**config.mk**
```make
export PLATFORM = sky130hd
export DESIGN_NAME = cursor_bitmap_packer_top_flat
export DESIGN_NICKNAME = d
export VERILOG_FILES = /design/src/rtl/core/cbp_pkg.sv /design/src/rtl/core/cbp_channels.sv /design/src/rtl/core/cursor_bitmap_packer_top.sv /design/src/flat_wrapper.sv
export SDC_FILE = /design/constraint.sdc
export NUM_CORES = 1
export LEC_CHECK = 0
export ABC_CLOCK_PERIOD_IN_PS = 6100
export BUFFER_PORTS_ARGS = -buffer_cell sky130_fd_sc_hd__buf_2
export CAP_MARGIN = 20
export CORE_UTILIZATION = 55
export CTS_BUF_LIST = sky130_fd_sc_hd__clkbuf_4
export DETAILED_ROUTE_END_ITERATION = 16
export PLACE_DENSITY = 0.79
export SLEW_MARGIN = 20
export SYNTH_ARGS = -nofsm -noshare
export SYNTH_HDL_FRONTEND = slang
export SYNTH_SLANG_ARGS = --single-unit
```
**constraint.sdc**
```tcl
create_clock -name i_clk -period 6.1 [get_ports i_clk]
set_clock_uncertainty 0.05 [all_clocks]
set_input_delay 1.22 -clock i_clk [delete_from_list [all_inputs] [get_ports i_clk]]
set_output_delay 1.22 -clock i_clk [all_outputs]
set_load 0.05 [all_outputs]
```
**src/rtl/core/cbp_pkg.sv**
```systemverilog
package cbp_pkg;

    // Largest cursor side in pixels; sizes above it are clamped to it
    localparam logic [6:0] DIM_MAX = 7'd64;

    // Register file of the configuration port
    localparam int CFG_IDX_W = 1;
    localparam int CFG_DAT_W = 7;

    typedef enum logic [CFG_IDX_W-1:0] {
        REG_BITMAP_WIDTH  = 1'b0,
        REG_BITMAP_HEIGHT = 1'b1
    } t_cfg_reg;

    // Pixel and counter widths
    localparam int CH_W  = 8;
    localparam int CNT_W = 6;

    localparam logic [CFG_DAT_W-1:0] DIM_RESET = 7'd16;

    // Luminance weights, sum is scaled by 256
    localparam logic [7:0] LUM_R = 8'd77;
    localparam logic [7:0] LUM_G = 8'd151;
    localparam logic [7:0] LUM_B = 8'd28;
    localparam logic [7:0] ALPHA_TH = 8'd128;

    typedef struct packed {
        logic [CH_W-1:0] blue;
        logic [CH_W-1:0] green;
        logic [CH_W-1:0] red;
        logic [CH_W-1:0] alpha;
    } t_pixel;

    typedef struct packed {
        logic [7:0] mask_byte;
        logic [7:0] source_byte;
        logic [2:0] byte_column;
        logic [5:0] row_number;
        logic       last_byte;
    } t_result;

    // Clamp a written size to the usable range
    function automatic logic [CFG_DAT_W-1:0] eff_dim(input logic [CFG_DAT_W-1:0] v);
        logic [CFG_DAT_W-1:0] r;
        if (v == '0) begin
            r = 7'd1;
        end else if (v > DIM_MAX) begin
            r = DIM_MAX;
        end else begin
            r = v;
        end
        return r;
    endfunction

endpackage

```
**src/rtl/core/cbp_channels.sv**
```systemverilog
interface cbp_pixel_if import cbp_pkg::*; ();
    logic            valid;
    logic            ready;
    logic [CH_W-1:0] blue;
    logic [CH_W-1:0] green;
    logic [CH_W-1:0] red;
    logic [CH_W-1:0] alpha;

    modport source (output valid, blue, green, red, alpha, input ready);
    modport sink   (input valid, blue, green, red, alpha, output ready);
endinterface

interface cbp_result_if;
    logic       valid;
    logic       ready;
    logic [7:0] mask_byte;
    logic [7:0] source_byte;
    logic [2:0] byte_column;
    logic [5:0] row_number;
    logic       last_byte;

    modport source (output valid, mask_byte, source_byte, byte_column, row_number,
                    last_byte, input ready);
    modport sink   (input valid, mask_byte, source_byte, byte_column, row_number,
                    last_byte, output ready);
endinterface

interface cbp_cfg_if import cbp_pkg::*; ();
    logic                 valid;
    logic                 ready;
    logic [CFG_IDX_W-1:0] index;
    logic [CFG_DAT_W-1:0] data;

    modport source (output valid, index, data, input ready);
    modport sink   (input valid, index, data, output ready);
endinterface

```
**src/rtl/core/cursor_bitmap_packer_top.sv**
```systemverilog
// Channel    Dir  Payload                                              Handshake
// i_pixel    in   blue, green, red, alpha (8b each)                    valid/ready
// o_result   out  mask_byte, source_byte, byte_column, row_number,     valid/ready
//                 last_byte
// i_cfg      in   index (0 width, 1 height), data (7b)                 valid/ready
//
// One pixel per cycle sustained while the result side keeps up; a pixel is held in the input
// register, and the byte it completes is then loaded into the result register.
// Reset is synchronous active low: sizes return to 16x16, counters and planes clear.
// The input register stalls only when a byte must be produced and the result register
// still holds an untaken byte; configuration writes are always taken.
module cursor_bitmap_packer_top
    import cbp_pkg::*;
(
    input  logic          i_clk,
    input  logic          i_rst_n,
    cbp_pixel_if.sink     i_pixel,
    cbp_result_if.source  o_result,
    cbp_cfg_if.sink       i_cfg
);

    logic [CFG_DAT_W-1:0] r_width;
    logic [CFG_DAT_W-1:0] r_height;
    logic [CNT_W-1:0]     r_col, n_col;
    logic [CNT_W-1:0]     r_row, n_row;
    logic [7:0]           r_mask, n_mask;
    logic [7:0]           r_src, n_src;
    logic                 r_px_valid;
    t_pixel               r_px;
    logic                 r_out_valid;
    t_result              r_out;

    logic        cfg_wr;
    logic        row_end;
    logic        last_row;
    logic        emit;
    logic        out_free;
    logic        px_adv;
    logic [15:0] lum_sum;
    logic        mask_bit;
    logic        src_bit;
    logic [7:0]  bit_sel;

    assign i_cfg.ready   = 1'b1;
    assign cfg_wr        = i_cfg.valid && i_cfg.ready;

    // Pixel classification and byte packing
    always_comb begin
        lum_sum  = 16'(r_px.red) * 16'(LUM_R) + 16'(r_px.green) * 16'(LUM_G)
                 + 16'(r_px.blue) * 16'(LUM_B);
        mask_bit = (r_px.alpha >= ALPHA_TH);
        src_bit  = mask_bit && lum_sum[15];
        bit_sel  = 8'd1 << r_col[2:0];
        n_mask   = r_mask | (mask_bit ? bit_sel : 8'd0);
        n_src    = r_src  | (src_bit  ? bit_sel : 8'd0);

        row_end  = ({1'b0, r_col} + 7'd1) >= r_width;
        last_row = ({1'b0, r_row} + 7'd1) >= r_height;
        emit     = row_end || (r_col[2:0] == 3'd7);

        n_col    = row_end ? '0 : r_col + 1'b1;
        n_row    = row_end ? (last_row ? '0 : r_row + 1'b1) : r_row;
    end

    // Advance when no byte is due or the result register can take it
    assign out_free      = !r_out_valid || o_result.ready;
    assign px_adv        = r_px_valid && (!emit || out_free);
    assign i_pixel.ready = !r_px_valid || px_adv;

    // Configuration registers
    always_ff @(posedge i_clk) begin
        if (!i_rst_n) begin
            r_width  <= DIM_RESET;
            r_height <= DIM_RESET;
        end else if (cfg_wr) begin
            case (t_cfg_reg'(i_cfg.index))
                REG_BITMAP_WIDTH:  r_width  <= eff_dim(i_cfg.data);
                REG_BITMAP_HEIGHT: r_height <= eff_dim(i_cfg.data);
                default: ;
            endcase
        end
    end

    // Input register
    always_ff @(posedge i_clk) begin
        if (!i_rst_n) begin
            r_px_valid <= 1'b0;
        end else if (i_pixel.ready) begin
            r_px_valid <= i_pixel.valid;
        end
    end

    always_ff @(posedge i_clk) begin
        if (i_pixel.ready) begin
            r_px.blue  <= i_pixel.blue;
            r_px.green <= i_pixel.green;
            r_px.red   <= i_pixel.red;
            r_px.alpha <= i_pixel.alpha;
        end
    end

    // Position counters and plane accumulators; a size write restarts the bitmap
    always_ff @(posedge i_clk) begin
        if (!i_rst_n || cfg_wr) begin
            r_col  <= '0;
            r_row  <= '0;
            r_mask <= '0;
            r_src  <= '0;
        end else if (px_adv) begin
            r_col  <= n_col;
            r_row  <= n_row;
            r_mask <= emit ? 8'd0 : n_mask;
            r_src  <= emit ? 8'd0 : n_src;
        end
    end

    // Result register
    always_ff @(posedge i_clk) begin
        if (!i_rst_n) begin
            r_out_valid <= 1'b0;
        end else if (px_adv && emit) begin
            r_out_valid <= 1'b1;
        end else if (o_result.ready) begin
            r_out_valid <= 1'b0;
        end
    end

    always_ff @(posedge i_clk) begin
        if (px_adv && emit) begin
            r_out.mask_byte   <= n_mask;
            r_out.source_byte <= n_src;
            r_out.byte_column <= r_col[5:3];
            r_out.row_number  <= r_row;
            r_out.last_byte   <= row_end && last_row;
        end
    end

    assign o_result.valid       = r_out_valid;
    assign o_result.mask_byte   = r_out.mask_byte;
    assign o_result.source_byte = r_out.source_byte;
    assign o_result.byte_column = r_out.byte_column;
    assign o_result.row_number  = r_out.row_number;
    assign o_result.last_byte   = r_out.last_byte;

`ifndef NO_ASSERTIONS
    a_col_in_row: assert property (@(posedge i_clk) disable iff (!i_rst_n)
        {1'b0, r_col} < r_width)
        else $error("column counter beyond bitmap width");

    a_row_in_map: assert property (@(posedge i_clk) disable iff (!i_rst_n)
        {1'b0, r_row} < r_height)
        else $error("row counter beyond bitmap height");

    a_mask_ahead: assert property (@(posedge i_clk) disable iff (!i_rst_n)
        (r_mask >> r_col[2:0]) == 8'd0)
        else $error("mask bits set at or past the current column");

    a_src_in_mask: assert property (@(posedge i_clk) disable iff (!i_rst_n)
        (r_src & ~r_mask) == 8'd0)
        else $error("source bit set without mask bit");

    a_dim_range: assert property (@(posedge i_clk) disable iff (!i_rst_n)
        r_width != '0 && r_width <= DIM_MAX
        && r_height != '0 && r_height <= DIM_MAX)
        else $error("stored bitmap size out of range");
`endif

endmodule

```
**src/flat_wrapper.sv**
```systemverilog
// flat-port wrapper written by rule: the top's interface ports become plain ports
module cursor_bitmap_packer_top_flat import cbp_pkg::*;
  (i_clk, i_rst_n, i_pixel_valid, i_pixel_blue, i_pixel_green, i_pixel_red, i_pixel_alpha, i_pixel_ready, o_result_valid, o_result_mask_byte, o_result_source_byte, o_result_byte_column, o_result_row_number, o_result_last_byte, o_result_ready, i_cfg_valid, i_cfg_index, i_cfg_data, i_cfg_ready);
  cbp_pixel_if i_pixel_i ();
  cbp_result_if o_result_i ();
  cbp_cfg_if i_cfg_i ();
  input  logic i_clk;
  input  logic i_rst_n;
  input wire logic [$bits(i_pixel_i.valid)-1:0] i_pixel_valid;
  input wire logic [$bits(i_pixel_i.blue)-1:0] i_pixel_blue;
  input wire logic [$bits(i_pixel_i.green)-1:0] i_pixel_green;
  input wire logic [$bits(i_pixel_i.red)-1:0] i_pixel_red;
  input wire logic [$bits(i_pixel_i.alpha)-1:0] i_pixel_alpha;
  output wire logic [$bits(i_pixel_i.ready)-1:0] i_pixel_ready;
  output wire logic [$bits(o_result_i.valid)-1:0] o_result_valid;
  output wire logic [$bits(o_result_i.mask_byte)-1:0] o_result_mask_byte;
  output wire logic [$bits(o_result_i.source_byte)-1:0] o_result_source_byte;
  output wire logic [$bits(o_result_i.byte_column)-1:0] o_result_byte_column;
  output wire logic [$bits(o_result_i.row_number)-1:0] o_result_row_number;
  output wire logic [$bits(o_result_i.last_byte)-1:0] o_result_last_byte;
  input wire logic [$bits(o_result_i.ready)-1:0] o_result_ready;
  input wire logic [$bits(i_cfg_i.valid)-1:0] i_cfg_valid;
  input wire logic [$bits(i_cfg_i.index)-1:0] i_cfg_index;
  input wire logic [$bits(i_cfg_i.data)-1:0] i_cfg_data;
  output wire logic [$bits(i_cfg_i.ready)-1:0] i_cfg_ready;
  assign i_pixel_i.valid = i_pixel_valid;
  assign i_pixel_i.blue = i_pixel_blue;
  assign i_pixel_i.green = i_pixel_green;
  assign i_pixel_i.red = i_pixel_red;
  assign i_pixel_i.alpha = i_pixel_alpha;
  assign i_pixel_ready = i_pixel_i.ready;
  assign o_result_valid = o_result_i.valid;
  assign o_result_mask_byte = o_result_i.mask_byte;
  assign o_result_source_byte = o_result_i.source_byte;
  assign o_result_byte_column = o_result_i.byte_column;
  assign o_result_row_number = o_result_i.row_number;
  assign o_result_last_byte = o_result_i.last_byte;
  assign o_result_i.ready = o_result_ready;
  assign i_cfg_i.valid = i_cfg_valid;
  assign i_cfg_i.index = i_cfg_index;
  assign i_cfg_i.data = i_cfg_data;
  assign i_cfg_ready = i_cfg_i.ready;
  cursor_bitmap_packer_top u_core (.i_clk(i_clk), .i_rst_n(i_rst_n), .i_pixel(i_pixel_i), .o_result(o_result_i), .i_cfg(i_cfg_i));
endmodule
```
=== Yosys cells after proc, flatten, opt, wreduce, memory -nomap -nowiden ===
Cells that the tools add are included.

* Word-level logic and storage cells: 63
* Register bits: 102

* Bitwise operators: 3
* Magnitude comparators: 4
* Reductions and logical operators: 18
* Add/sub/neg operators: 6
* Multiply operators: 3
* Equality and inequality tests: 1
* Muxes and demuxes: 10
* Shifts and indexed selects: 1

{| class="wikitable"
|+ Operators by type and width
! operator !! count
|-
| $mux 8 || 4
|-
| $add 15x16->16 || 1
|-
| $add 16x13->16 || 1
|-
| $mul 8x8->16 const B || 1
|-
| $or 8x8->8 || 2
|-
| $mul 8x7->15 const B || 1
|-
| $add 6x1->7 const B || 2
|-
| $ge 7x7->1 || 2
|-
| $mux 7 || 2
|-
| $add 6x1->6 const B || 2
|-
| $mux 6 || 2
|-
| $mul 8x3->11 const B || 1
|-
| $ge 8x8->1 const B || 1
|-
| $shl 1x3->8 const A || 1
|-
| $gt 7x7->1 const B || 1
|-
| $logic_not 7->1 || 1
|-
| $reduce_and 2->1 || 3
|-
| $logic_or 1x1->1 || 5
|-
| $logic_and 1x1->1 || 4
|-
| $logic_not 1->1 || 4
|-
| $eq 3x3->1 const B || 1
|-
| $mux 1 || 2
|-
| $reduce_bool 2->1 || 1
|-
| $not 1->1 || 1
|}

=== Longest topological paths before layout ===
* Depth in word-level cells: 8
* Depth in mapped cells: 23
* Depth with buffers taken out: 22

=== Worst setup path before layout ===
OpenSTA, ideal clock, no wires.

* Path kind: register to register
* Start: reg u_core.r_px[9] in the netlist's numbering
* End: reg u_core.o_result.source_byte[7] (netlist name)
* Arrival: 4934 ps
* Library setup time: 259 ps
* Buffers on the path: 1
* Path slack: 857 ps
* Cell stages (with the launch flop): 19
* Path through: edfxtp_1 -> fa_1 -> fa_1 -> inv_1 -> fa_1 -> inv_1 -> fa_1 -> fa_1 -> inv_1 -> fa_1 -> inv_1 -> ha_1 -> a21oi_1 -> nor2_1 -> a211oi_1 -> o2111ai_2 -> xnor2_2 -> buf_6 -> o21bai_1

* Word-level cells in the longest chain between the ends: 6

{| class="wikitable"
|+ Ends and longest elaborated chain
! what !! line !! text
|-
| start: declaration || cursor_bitmap_packer_top.sv:29 || <nowiki>t_pixel r_px;</nowiki>
|-
| $mul 8x7->15 || cursor_bitmap_packer_top.sv:49 || <nowiki>lum_sum = 16'(r_px.red) * 16'(LUM_R) + 16'(r_px.green) * 16'(LUM_G)</nowiki>
|-
| $add 15x16->16 || cursor_bitmap_packer_top.sv:49 ||
|-
| $add 16x13->16 || cursor_bitmap_packer_top.sv:50 || <nowiki>+ 16'(r_px.blue) * 16'(LUM_B);</nowiki>
|-
| $logic_and 1x1->1 || cursor_bitmap_packer_top.sv:52 || <nowiki>src_bit = mask_bit && lum_sum[15];</nowiki>
|-
| $mux 8 || cursor_bitmap_packer_top.sv:55 || <nowiki>n_src = r_src | (src_bit ? bit_sel : 8'd0);</nowiki>
|-
| $or 8x8->8 || cursor_bitmap_packer_top.sv:55 ||
|-
| named net u_core.n_src[7] || cursor_bitmap_packer_top.sv:27 || <nowiki>logic [7:0] r_src, n_src;</nowiki>
|}

The timed path passes the listed nets, and every way through them passes these cells.
A chain may end at the register's enable or synchronous reset.

=== Worst setup path after layout ===
* Start: reg u_core.r_px[22] in the netlist's numbering
* End: reg u_core.o_result.source_byte[7] (netlist name)

* Word-level cells in the longest chain between the ends: 6

{| class="wikitable"
|+ Ends and longest elaborated chain
! what !! line
|-
| $mul 8x8->16 || cursor_bitmap_packer_top.sv:49
|-
| $add 15x16->16 || cursor_bitmap_packer_top.sv:49
|-
| $add 16x13->16 || cursor_bitmap_packer_top.sv:50
|-
| $logic_and 1x1->1 || cursor_bitmap_packer_top.sv:52
|-
| $mux 8 || cursor_bitmap_packer_top.sv:55
|-
| $or 8x8->8 || cursor_bitmap_packer_top.sv:55
|-
| named net u_core.n_src[7] || cursor_bitmap_packer_top.sv:27
|}

The timed path passes the listed nets, and every way through them passes these cells.

==> results.cfg <==
[setup_path]
arrival_ps = 5670
crit_chain = fa_1, fa_1, inv_1, fa_1, inv_1, fa_1, fa_1, inv_1, fa_1, inv_1, ha_1, a21oi_1, nor2_1, a211oi_1, o2111ai_2, xnor2_2, buf_4, o21bai_1
start_kind = flop
cp_data_required_time_ps = 6280
crit_path_frequent_cell = fa_1
path_delay_family = adder cells
cp.buffers_inverters = 5
worstPathMaxFanout = 15
cpPeakStageDelay_ps = 550
rr_worst_depth = 18
cpMaxStageDelayCell = edfxtp_1
cp-end-kind = flop
worstReg2RegEnd = u_core.o_result.source_byte[7]$_DFFE_PP_
rr_startpoint = u_core.r_px[22]$_DFFE_PP_
r2r_setup_slack_ps = 620
crit_type = reg -> reg

[yosys]
ys_seq_area_frac = 0.346
synth_area_mm2 = 0.00698
synth_nets = 841
syn_area_per_cell_um2 = 10.9
synth_most_common_cell = inv_1
syn_inst = 638
synth.distinct_cells = 55
async_flop_share = 0
synth_flop_cell = edfxtp_1
netlist_top_cells_count = inv_1, ha_1, fa_1
yosys_warnings = 0
synthTopCellsByArea = edfxtp_1, fa_1, ha_1
synth_top_area_share = 0.220
ys_seq_elements = 95
synth_top_area_cell = edfxtp_1
synth_edf_count = 51

[drt]
vias = 4567
ant_nets = 0
wire_per_inst_um = 15.1
drc = 0
dr.pass1.iters = 4
finalWirelength_um = 13200
viasPerCell = 5.20
drt_iter0_markers = 208

[placement]
gp_congestion = 0.847
placed_cell_area_mm2 = 0.00747
dpl.hpwl_um = 10900
dp_slack_ps = 617
numPortBuffers = 65

[floorplan]
die_w_um = 115
ios = 74
core_mm2 = 0.0122
rows = 40
die_h_um = 115
die-area_mm2 = 0.0131
start_util = 0.574

[layout]
fin_area_mm2 = 0.00763
drive_gt1_frac = 0.141
fill_cells = 959
n_antenna_cell = 0
fin_nets = 908
syn_to_final_growth_pct = 9.33
final_util = 0.627

[clocking]
cts-root-buf = clkbuf_4
htreeDepth = 3
clkLatencyLatePin_ps = 470
cts_hold_buf = 0
cts_resized = 0
cts_sinks = 95
clockBufferDepth = 2
cts_tree = done
post-cts-setup-buffers = 0
clk_pin_slew_ps = 160
cts_buffers = 9

[sta]
slew_headroom = 0.586
whs_ps = 414
rsz0062_at_grt = no
drv_slew = 0
setup_slack_ps = 615
post-route-period-util = 0.899
period_needed_ps = 5480
hold_viol = 0
setup_tns_ps = 0
tightest_slew_ps = 617
finalSetupViolCount = 0
fmax_mhz = 182

[grt]
grt_pass1_vias = 4964
grt_overflow_total = 0
antenna_found_initial = 0
grt.total_usage = 0.227
grt_max_degree = 27
grt_pass1_wl_um = 23000

[hold_path]
hp-start = u_core.r_src[0]$_SDFFE_PP0P_
whs_path_depth = 2
min_to = u_core.r_src[0]$_SDFFE_PP0P_
hold_path_class = reg -> reg

[run_status]
status = completed

[power]
vdd_drop_max_uv = 195
power_density_mw_per_mm2 = 311
leakagePower_nw = 3.49

[job]
cap_viol_max_count = 0
[placed cells by master, fill, tap and decap left out, types with 7 or more instances in the layout]
cell	n
nor3b_1	8
clkbuf_4	9
inv_1	122
ha_1	96
nor2b_1	18
nor2_1	20
nand2b_1	15
edfxtp_1	51
o21bai_1	9
o21ai_0	7
fa_1	62
xnor2_1	11
nand3_1	20
nand2_1	36
dfxtp_1	44
a21oi_1	25
buf_2	65
[layout make-up]
cell class	count	area, um^2	share of cell area
repair buffers	68	348	0.0456
flip-flops and latches	95	2410	0.316
multi-input cells	409	4040	0.530
inverters	122	458	0.0600
well taps	168	210	0.0276
clock buffers	9	67.6	0.00886
clock inverters	7	87.6	0.0115
[per-stage QoR]
step	total power, mW	cells
finish	2.37	878
CTS	2.40	878
floorplan	1.70	638
detailed placement	2.03	862
global route	2.65	878
global placement	1.92	862
[sequential cells by signal, summed over array words and instances (netlist names)]
name and flops:
u_core.r_width 7, u_core.r_row 6, u_core.r_height 7, u_core.r_px 25
u_core.o_result.source_byte 8, u_core.o_result.valid 1, u_core.r_src 8, u_core.o_result.mask_byte 8
u_core.o_result.last_byte 1, u_core.r_col 6, u_core.o_result.row_number 6, u_core.r_mask 8
u_core.r_px_valid 1, u_core.o_result.byte_column 3
[worst max-delay path by stage]
stage	start	to	slack (ps)	cells after the start
floorplan	u_core.r_px[9]$_DFFE_PP_	u_core.o_result.source_byte[7]$_DFFE_PP_	860	18
global placement	u_core.r_px[22]$_DFFE_PP_	u_core.o_result.source_byte[4]$_DFFE_PP_	680	18
detailed placement	u_core.r_px[22]$_DFFE_PP_	u_core.o_result.source_byte[4]$_DFFE_PP_	620	18
CTS	u_core.r_px[22]$_DFFE_PP_	u_core.o_result.source_byte[4]$_DFFE_PP_	610	18
global route	u_core.r_px[24]$_DFFE_PP_	u_core.o_result.source_byte[0]$_DFFE_PP_	210	23
finish	u_core.r_px[22]$_DFFE_PP_	u_core.o_result.source_byte[7]$_DFFE_PP_	620	18
[cell families after synthesis]
| logic type | share of synthesized area |
|---|---|
| DFF | 0.346 |
| buffers and inverters | 0.0750 |
| muxes | 0.00144 |
| xor gates and xnor gates | 0.0224 |
| AOI/OAI and AO/OA | 0.103 |
| and+or+nand+nor | 0.101 |
| other | 0.000538 |
| adders and majority gates | 0.350 |
[metal layers]
metal  wire length, um  track usage  vias up
met5                 0            0        -
li1                  -            -     2256
met2              7230        0.428       62
met1              5320        0.258     2231
met3               456       0.0424       18
met4               221       0.0693        0
[worst reg2reg max path: cells and delay by family (launching register included)]
kind | cells | cell delay (ps)
compound gates | 4 | 690
simple gates | 1 | 60
xor+xnor | 1 | 170
flops | 1 | 550
fa+ha+maj | 7 | 3310
buf+inv | 5 | 440
[power by group]
group          switching, mW  internal (mW)
Combinational          0.750          0.542
Clock                  0.233          0.135
Sequential            0.0221          0.690
(Power assumes the default switching activity.)
